## src/rtl/trie_lcp_ram.sv

```systemverilog
// ----------------------------------------------------------------------------
// trie_lcp_ram
// generic single write port, single read port ram with registered read
// ----------------------------------------------------------------------------
`default_nettype none

module trie_lcp_ram #(
	parameter int WIDTH = 8,
	parameter int DEPTH = 16
) (
	input  wire logic                                     clk,
	input  wire logic                                     we,
	input  wire logic [((DEPTH > 1) ? $clog2(DEPTH) : 1)-1:0] waddr,
	input  wire logic [WIDTH-1:0]                         wdata,
	input  wire logic [((DEPTH > 1) ? $clog2(DEPTH) : 1)-1:0] raddr,
	output logic      [WIDTH-1:0]                         rdata
);

	logic [WIDTH-1:0] mem [DEPTH];

	always_ff @(posedge clk) begin
		if (we) begin
			mem[waddr] <= wdata;
		end
		rdata <= mem[raddr];
	end

endmodule

`default_nettype wire

```

## config.mk

```make
export PLATFORM = sky130hd
export DESIGN_NAME = trie_lcp_ram
export DESIGN_NICKNAME = d
export VERILOG_FILES = /design/src/rtl/trie_lcp_ram.sv
export SDC_FILE = /design/constraint.sdc
export NUM_CORES = 1
export LEC_CHECK = 0
export ABC_AREA = 1
export BUFFER_PORTS_ARGS = -buffer_cell sky130_fd_sc_hd__buf_2
export CAP_MARGIN = 10
export CORE_ASPECT_RATIO = 1.4
export CORE_MARGIN = 2
export CORE_UTILIZATION = 42
export DETAILED_ROUTE_END_ITERATION = 10
export GPL_ROUTABILITY_DRIVEN = 0
export SYNTH_ARGS = -nofsm -noshare
export SYNTH_HDL_FRONTEND = slang
export SYNTH_SLANG_ARGS = --single-unit
```

## constraint.sdc

```tcl
create_clock -name clk -period 3.14 [get_ports clk]
set_input_delay 0.471 -clock clk [delete_from_list [all_inputs] [get_ports clk]]
set_output_delay 0.471 -clock clk [all_outputs]
set_load 0.005 [all_outputs]
```

==> impl_metrics.csv, run 1 <==
group,metric,value,unit
final_layout,fin_nets,593,
power,totalPowerFinal,4.32,mW
yosys,async_reset_ff_frac,0,
worst_setup_path,end_kind,"register",
placed_design,post_dp_cell_area,6000,um^2
detailed_routing,first_pass_iters,5,
cts,htree_levels,4,
sta,setup_viol,0,
yosys,synth.most_common_cell,"nand2_1",
power,vdd_ir_drop_max,0.000402,V
worst_setup_path,ff2ff_path_depth,6,
floorplanning,fp.dieW,103,um
yosys,synth_seq_cells,136,
cts,cts_root_buf,"clkbuf_16",
placed_design,place_inst,738,
detailed_routing,antenna_left,0,
final_layout,syn2layout_area_growth,14.7,%
floorplanning,die_area,14700,um^2
detailed_routing,drc,0,
floorplanning,pin_count,26,
worst_setup_path,path_cells,"buf_2 -> buf_4 -> nand2_1 -> nand3_1 -> nand3_1 -> nand3_1 -> nand2_1",
global_routing,grt_max_degree,65,
cts,clk_pin_slew_worst_paths,0.06,ns
placed_design,port_buffers,25,
floorplanning,die_h,143,um
final_layout,final_layout_size_suffix_gt1_frac,0.105,
power,powerDensity,654,nW/um^2
sta,relSlewSlack,0.417,
placed_design,dp_hpwl,7970,um
global_routing,track_usage,0.193,
cts,cts_sinks,136,
cts,cts_buffers,17,
cts,clk_path_buf_depth,2,
sta,fin_crit,1.51,ns
worst_setup_path,critical-path-slowest-cell,"buf_4",
power,internal-power,3.41,mW
detailed_routing,drt_iter0_drc,282,
sta,drv_slew,0,
worst_setup_path,crit_type,"in2reg",
detailed_routing,routed_wl,12900,um
power,power_switching,916,uW
worst_setup_path,regToRegSetupSlack,2.05,ns
yosys,synth_edf_count,128,
floorplanning,coreArea,13400,um^2
detailed_routing,wl_per_cell,16.7,um
cts,cts.repair.resized,0,
worst_setup_path,rr_endpoint,"rdata[5]",
worst_setup_path,r2r-start,"mem[7][5]",
power,p_leak,2.83,nW
global_routing,grt_pass1_vias,3765,
cts,clk_latency,0.41,ns
power,pwr-share-seq,0.472,
yosys,yosys_warnings,0,
power,p_sw_frac,0.212,
sta,finalHoldViolCount,0,
hold_path,holdPathEnd,"rdata[6]",
sta,setup_tns,0,ns
power,pwr-share-clk,0.472,
floorplanning,initial_core_util,0.431,
yosys,syn_nets,569,
yosys,synth_cell_type_count,12,
detailed_routing,vias,3766,
sta,skew,0.00729,ns
final_layout,instances_no_fill,770,
floorplanning,fp-row-count,50,
detailed_routing,viasPerCell,4.89,
yosys,avgSynthCellArea,10.5,um^2
hold_path,holdPathStages,3,
global_routing,grt_pass1_wl,20500,um
global_routing,antenna_found_initial,0,
power,pwr-share-comb,0.056,
hold_path,min_path_type,"in2reg",
sta,tightest_slew,0.872,ns
global_routing,grt_overflow,0,
final_layout,diodes,0,
yosys,synth_commonest_cells,"nand2_1 (173), edfxtp_1 (128), inv_1 (100), nand3_1 (97), nor2_1 (17)",
cts,hold_buffers,0,
worst_setup_path,arrival,1.81,ns
job,maxCapViolations,0,
yosys,synth_largest_area_cell,"edfxtp_1",
sta,grt_setup_unrepaired,"false",
worst_setup_path,crit_fanout,64,
sta,max_clock_freq,662,MHz
sta,period_share,0.481,
cts,cts_tree,"built",
yosys,synthCells,551,
worst_setup_path,critical-path-max-stage-delay,0.54,ns
hold_path,hold_start,"raddr[3]",
yosys,synth-seq-area-share,0.694,
cts,postCtsSetupBuffers,0,
worst_setup_path,cp-start-kind,"input pin",
yosys,syn_area,5770,um^2
final_layout,fin_area,6610,um^2
final_layout,fin_util,0.494,
worst_setup_path,cp.required,3.44,ns
yosys,synthTopCellsByArea,"edfxtp_1 (67%), nand2_1 (11%), nand3_1 (8.4%), inv_1 (6.5%), dfxtp_1 (2.8%)",
outcome,status,"completed",
worst_setup_path,crit_path_frequent_cell,"nand3_1",
yosys,ys.flop_type,"edfxtp_1",
yosys,yosysTopAreaCellShare,0.667,
-- how the worst max path moves through the flow --
stage | depth (start not counted) | from | slack (ns) | endpoint
5_1_grt | 7 | raddr[0] | 1.57 | rdata[0]
3_3_place_gp | 7 | raddr[0] | 1.26 | rdata[6]
2_1_floorplan | 2 | waddr[2] | 1.72 | mem[10][0]
6_report | 7 | raddr[0] | 1.63 | rdata[7]
4_1_cts | 3 | waddr[2] | 1.64 | mem[10][7]
3_5_place_dp | 3 | waddr[2] | 1.22 | mem[10][4]
-- critical path, delay by kind of cell --
| kind | cells | cell delay (ns) |
|---|---|---|
| buf+inv | 2 | 0.64 |
| simple gates | 5 | 0.65 |
-- logic make-up after synthesis --
kind of cell	Yosys count	synth area share
AND/OR/NAND/NOR	289	0.210
buffers and inverters	126	0.0952
flip-flops	136	0.694
-- power by group through the flow --
stage          Sequential, mW  Clock [mW]  Combinational, mW
2_1_floorplan            2.08           0              0.143
3_3_place_gp             2.08           0              0.238
3_5_place_dp             2.08           0              0.240
4_1_cts                  2.04        2.07              0.242
5_1_grt                  2.04        2.14              0.269
6_report                 2.04        2.04              0.240
-- metrics by stage --
step	hold slack (ns)	setup slack (ns)
after detailed placement	0.650	1.22
after CTS	0.406	1.64
final	0.417	1.63
after floorplan	0.570	1.72
after global routing	0.421	1.57
after global placement	0.640	1.26
-- metal layers --
layer,track usage,routed length [um],vias up
met5,0,0,-
met4,0.103,468,0
met3,0.0396,592,32
met2,0.325,6700,132
met1,0.229,5110,1784
li1,-,-,1818
-- sequential cells by signal, indices dropped and copies added, names as in the netlist --
signal and cells:
mem 128, rdata 8
-- area by class of cell --
class / count / area [um^2]
Sequential cell: 136 / 4000
Inverter: 102 / 383
Clock buffer: 21 / 470
Fill cell: 1237 / 6780
Multi-Input combinational cell: 289 / 1210
Tap cell: 182 / 228
Timing Repair Buffer: 29 / 168
Clock inverter: 11 / 146
-- layout by cell type (no fill, tap or decap) --
master,n
dfxtp_1,8
clkinvlp_4,5
buf_2,25
clkbuf_8,3
nor2_1,17
buf_4,3
buf_12,1
nand3b_1,2
edfxtp_1,128
inv_2,2
clkinv_2,2
nand2_1,173
clkbuf_16,17
nand3_1,97
inv_1,100
bufinv_16,3
inv_6,1
clkbuf_1,1
No activity file was read; power rests on OpenSTA's default activity.
==> run 2, diff against run 1 <==
- ABC_AREA: 1 -> 0
- clock period: 3.14 -> 1.42 ns (I/O delays scaled with it)
==> impl_metrics.csv, run 2 <==
group,metric,value,unit
global_routing,track_usage,0.167,
final_layout,fin_area,6270,um^2
yosys,synth_fa_ha_area_frac,0,
floorplanning,fp.dieW,97.6,um
yosys,synth_edf_count,128,
outcome,status,"completed",
sta,period_share,0.968,
final_layout,largestRegisters,"mem: 128 flops, rdata: 8 flops",
global_routing,antenna_found_initial,0,
final_layout,largest_reg_flops,128,
job,maxCapViolations,0,
cts,hold_buffers,0,
sta,tightest_slew,0.760,ns
cts,clk_pin_slew_worst_paths,0.05,ns
power,totalPowerFinal,9.35,mW
hold_path,holdPathEnd,"mem[11][0]",
sta,setup_viol,0,
yosys,async_reset_ff_frac,0,
detailed_routing,routed_wl,10000,um
yosys,synth_compound_area_frac,0.0233,
hold_path,hold_start,"wdata[0]",
placed_design,post_dp_cell_area,5680,um^2
cts,htree_levels,4,
detailed_routing,vias,2447,
yosys,synth-seq-area-share,0.778,
worst_setup_path,cp.required,1.69,ns
sta,fin_crit,1.37,ns
final_layout,layout_commonest_cell,"edfxtp_1",
detailed_routing,drt_iter0_drc,149,
cts,cts_tree,"built",
final_layout,fin_nets,313,
floorplanning,initial_core_util,0.433,
worst_setup_path,cp-start-kind,"register",
global_routing,grt_overflow,0,
cts,cts_root_buf,"clkbuf_16",
power,p_leak,2.18,nW
yosys,yosys_warnings,0,
floorplanning,die_h,135,um
sta,grt_setup_unrepaired,"false",
cts,clk_path_buf_depth,2,
sta,max_clock_freq,728,MHz
detailed_routing,first_pass_iters,4,
cts,postCtsSetupBuffers,0,
final_layout,final_cell_mix,"edfxtp_1 (128), buf_4 (27), buf_2 (25)",
yosys,avgSynthCellArea,22.5,um^2
yosys,syn_nets,247,
detailed_routing,viasPerCell,5.38,
final_layout,diodes,0,
hold_path,holdPathStages,1,
yosys,yosysTopAreaCellShare,0.747,
worst_setup_path,crit_fanout,1,
floorplanning,die_area,13200,um^2
detailed_routing,drc,0,
placed_design,dp_hpwl,6740,um
worst_setup_path,rr_endpoint,"rdata[0]",
sta,final.setup.worst_slack,0.0461,ns
yosys,synth_cell_type_count,19,
final_layout,fin_util,0.528,
final_layout,largest_register,"mem",
placed_design,place_ws,-0.219,ns
placed_design,port_buffers,25,
floorplanning,fp-row-count,47,
global_routing,grt_pass1_wl,15500,um
cts,cts.repair.resized,0,
yosys,synth.most_common_cell,"edfxtp_1",
hold_path,min_path_type,"in2reg",
sta,skew,0.00410,ns
yosys,synth_top_family_by_area,"multiplexers",
sta,setup_tns,0,ns
worst_setup_path,r2r-start,"mem[11][0]",
worst_setup_path,regToRegSetupSlack,0.05,ns
global_routing,grt_pass1_vias,2675,
final_layout,syn2layout_area_growth,21.8,%
yosys,muxShareOfSynthArea,0.150,
sta,drv_slew,0,
yosys,synth_largest_area_cell,"edfxtp_1",
yosys,ys.flop_type,"edfxtp_1",
worst_setup_path,arrival,1.65,ns
yosys,syn_area,5150,um^2
final_layout,num-fill-cells,947,
power,powerDensity,1490,nW/um^2
cts,cts_buffers,17,
cts,cts_sinks,136,
worst_setup_path,end_kind,"register",
cts,clk_latency,0.41,ns
detailed_routing,antenna_left,0,
yosys,synthTopCellsByArea,"edfxtp_1 (75%), mux4_2 (7.9%), mux4_1 (7.1%), dfxtp_1 (3.1%), a22oi_1 (2.3%)",
yosys,synth-xor-area-share,0,
power,vdd_ir_drop_max,0.000807,V
yosys,synthCells,229,
worst_setup_path,ff2ff_path_depth,3,
sta,relSlewSlack,0.491,
yosys,synth-simple-area-share,0.0318,
floorplanning,pin_count,26,
floorplanning,coreArea,11900,um^2
final_layout,final_layout_size_suffix_gt1_frac,0.334,
yosys,synth_commonest_cells,"edfxtp_1 (128), mux4_2 (18), a22oi_1 (16), mux4_1 (14), nor2_1 (13)",
global_routing,grt_max_degree,22,
detailed_routing,wl_per_cell,22.1,um
sta,finalHoldViolCount,0,
worst_setup_path,crit_type,"reg2reg",
yosys,synth_seq_cells,136,
-- run 2: changes by cell type after synthesis, moves of 4 or more --
| cell | previous run | this run |
|---|---|---|
| a22oi_1 | 0 | 16 |
| nand3_1 | 97 | 1 |
| mux4_2 | 0 | 18 |
| nand2_1 | 173 | 9 |
| nor2_1 | 17 | 13 |
| inv_1 | 100 | 0 |
| buf_2 | 13 | 3 |
| nor3_1 | 0 | 4 |
| mux4_1 | 0 | 14 |
-- run 2: report_power, final --
part           switching, mW  internal (mW)
Sequential            0.0263           4.49
Clock                   1.48           2.90
Combinational          0.241          0.205
Total                   1.75           7.59
-- run 2: critical path: stages, from the launching register on --
cell      delay (ns)
edfxtp_1        0.35
mux4_2          0.47
a22oi_1         0.28
nand2_1         0.13
-- run 2: cells by family after synthesis --
logic type / Yosys count
buffers and inverters: 10
AND/OR/NAND/NOR: 35
flip-flops: 136
multiplexers: 32
AO/OA/AOI/OAI: 16
-- run 2: worst max path at each step --
stage / start / to / slack [ns] / depth (start not counted)
3_5_place_dp: raddr[0] / rdata[0] / -0.22 / 5
6_report: mem[11][0] / rdata[0] / 0.05 / 3
5_1_grt: mem[11][0] / rdata[0] / 0.003 / 3
2_1_floorplan: waddr[2] / mem[3][0] / -0.06 / 2
3_3_place_gp: raddr[0] / rdata[4] / -0.21 / 6
4_1_cts: mem[11][0] / rdata[0] / 0.02 / 3
-- run 2: layout make-up --
cell class / count / area, um^2 / area share
flip-flops and latches: 136 / 4000 / 0.638
multi-input cells: 83 / 1060 / 0.169
clock buffers: 20 / 437 / 0.0696
repair buffers: 57 / 428 / 0.0682
well taps: 147 / 184 / 0.0293
clock inverters: 12 / 156 / 0.0249
-- run 2: metrics by stage --
stage / cells / hold slack, ns
finish: 455 / 0.193
global route: 455 / 0.192
CTS: 455 / 0.182
detailed placement: 423 / 0.591
global placement: 423 / 0.601
floorplan: 229 / 0.312
-- run 2: metal layers --
metal	GRT usage	wire length [um]
met5	0	0
met4	0.0718	161
met3	0.0471	420
met2	0.290	5430
met1	0.194	4030
==> run 3, diff against run 2 <==
- ABC_AREA: 0 -> 1
- CORE_ASPECT_RATIO: 1.4 -> 0.7
==> impl_metrics.csv, run 3 (synthesis results as in run 1) <==
group,metric,value,unit
floorplanning,coreArea,13300,um^2
worst_setup_path,end_kind,"output port",
cts,clk_path_buf_depth,2,
final_layout,largest_register,"mem",
cts,hold_buffers,0,
detailed_routing,antenna_left,0,
final_layout,fin_util,0.516,
detailed_routing,viasPerCell,4.82,
placed_design,place_ws,0.0467,ns
hold_path,holdPathStages,3,
floorplanning,fp-row-count,35,
global_routing,grt_pass1_vias,3764,
placed_design,port_buffers,25,
cts,cts_sinks,136,
final_layout,final_layout_size_suffix_gt1_frac,0.139,
final_layout,num-fill-cells,1179,
worst_setup_path,critical-path-slowest-cell,"dfxtp_1",
sta,setup_viol,0,
worst_setup_path,rr_endpoint,"rdata[1]",
final_layout,multi_input_area,1210,um^2
final_layout,final_cell_mix,"nand2_1 (173), edfxtp_1 (128), inv_1 (100)",
placed_design,place_inst,765,
worst_setup_path,crit_family,"flip-flops",
detailed_routing,wl_per_cell,15.8,um
worst_setup_path,regToRegSetupSlack,0.35,ns
cts,cts_tree,"built",
final_layout,register_area,4000,um^2
worst_setup_path,crit_fanout,1,
worst_setup_path,critical-path-max-stage-delay,0.33,ns
cts,clk_latency,0.42,ns
sta,tightest_slew,0.420,ns
sta,skew,0.00889,ns
sta,max_clock_freq,922,MHz
worst_setup_path,arrival,0.87,ns
cts,postCtsSetupBuffers,0,
global_routing,grt_overflow,0,
worst_setup_path,crit_type,"reg2out",
power,totalPowerFinal,9.63,mW
worst_setup_path,r2r-start,"mem[6][1]",
detailed_routing,drc,0,
detailed_routing,vias,3847,
final_layout,instances_no_fill,798,
sta,worst_hold_slack,0.153,ns
global_routing,grt_pass1_wl,19900,um
worst_setup_path,cp-endpoint,"rdata[2]",
final_layout,largest_reg_flops,128,
floorplanning,initial_core_util,0.435,
power,vdd_ir_drop_max,0.000814,V
sta,relSlewSlack,0.720,
cts,htree_levels,4,
worst_setup_path,cp.depth,1,
worst_setup_path,ff2ff_path_depth,6,
sta,drv_slew,0,
detailed_routing,first_pass_iters,5,
cts,clk_pin_slew_worst_paths,0.06,ns
sta,final.setup.worst_slack,0.336,ns
final_layout,layout_commonest_cell,"nand2_1",
worst_setup_path,crit_start,"rdata[2]",
floorplanning,die_area,14700,um^2
global_routing,antenna_found_initial,0,
hold_path,min_path_type,"in2reg",
worst_setup_path,path_cells,"buf_2",
final_layout,syn2layout_area_growth,18.7,%
floorplanning,fp.dieW,144,um
worst_setup_path,cp_num_buf_inv,1,
final_layout,largestRegisters,"mem: 128 flops, rdata: 8 flops",
final_layout,fin_nets,617,
placed_design,post_dp_cell_area,6230,um^2
global_routing,track_usage,0.190,
detailed_routing,routed_wl,12600,um
floorplanning,die_h,102,um
detailed_routing,drt_iter0_drc,390,
job,maxCapViolations,0,
sta,fin_crit,1.08,ns
outcome,status,"completed",
cts,cts_root_buf,"clkbuf_16",
power,p_leak,2.98,nW
worst_setup_path,cp-start-kind,"register",
cts,cts_buffers,17,
sta,grt_setup_unrepaired,"false",
final_layout,fin_area,6840,um^2
worst_setup_path,cp.required,1.21,ns
sta,setup_tns,0,ns
sta,finalHoldViolCount,0,
placed_design,dp_hpwl,8200,um
cts,cts.repair.resized,0,
sta,period_share,0.764,
global_routing,grt_max_degree,43,
floorplanning,pin_count,26,
power,powerDensity,1410,nW/um^2
-- run 3: cell count changes in the layout (fill, tap and decap cells not counted), sizes merged, moves of 16 or more --
cell and change:
nand2 +164, inv +103, nand3 +96, mux4 -32
a22oi -16
-- run 3: metal layers --
layer,global-route usage,wire [um]
met5,0,0
met4,0.0664,149
met2,0.303,5920
met3,0.0384,791
met1,0.262,5780
-- run 3: final cells by class --
class,count,share of cell area
Tap cell,185,0.0338
Multi-Input combinational cell,289,0.177
Inverter,102,0.0560
Sequential cell,136,0.585
Antenna cell,1,0.000366
Clock inverter,13,0.0260
Clock buffer,19,0.0633
Timing Repair Buffer,53,0.0581
-- run 3: worst min-delay path by stage --
stage,startpoint,to,slack (ns)
global placement,raddr[3],rdata[7],0.57
finish,raddr[3],rdata[4],0.15
floorplan,wdata[0],mem[0][0],0.31
detailed placement,raddr[3],rdata[3],0.58
global route,raddr[3],rdata[4],0.16
CTS,raddr[3],rdata[3],0.14
-- run 3: report_power, final --
part	switching [mW]	total (mW)	internal (mW)
Combinational	0.384	0.572	0.188
Clock	1.62	4.54	2.93
Sequential	0.0232	4.51	4.49
Total	2.02	9.63	7.60
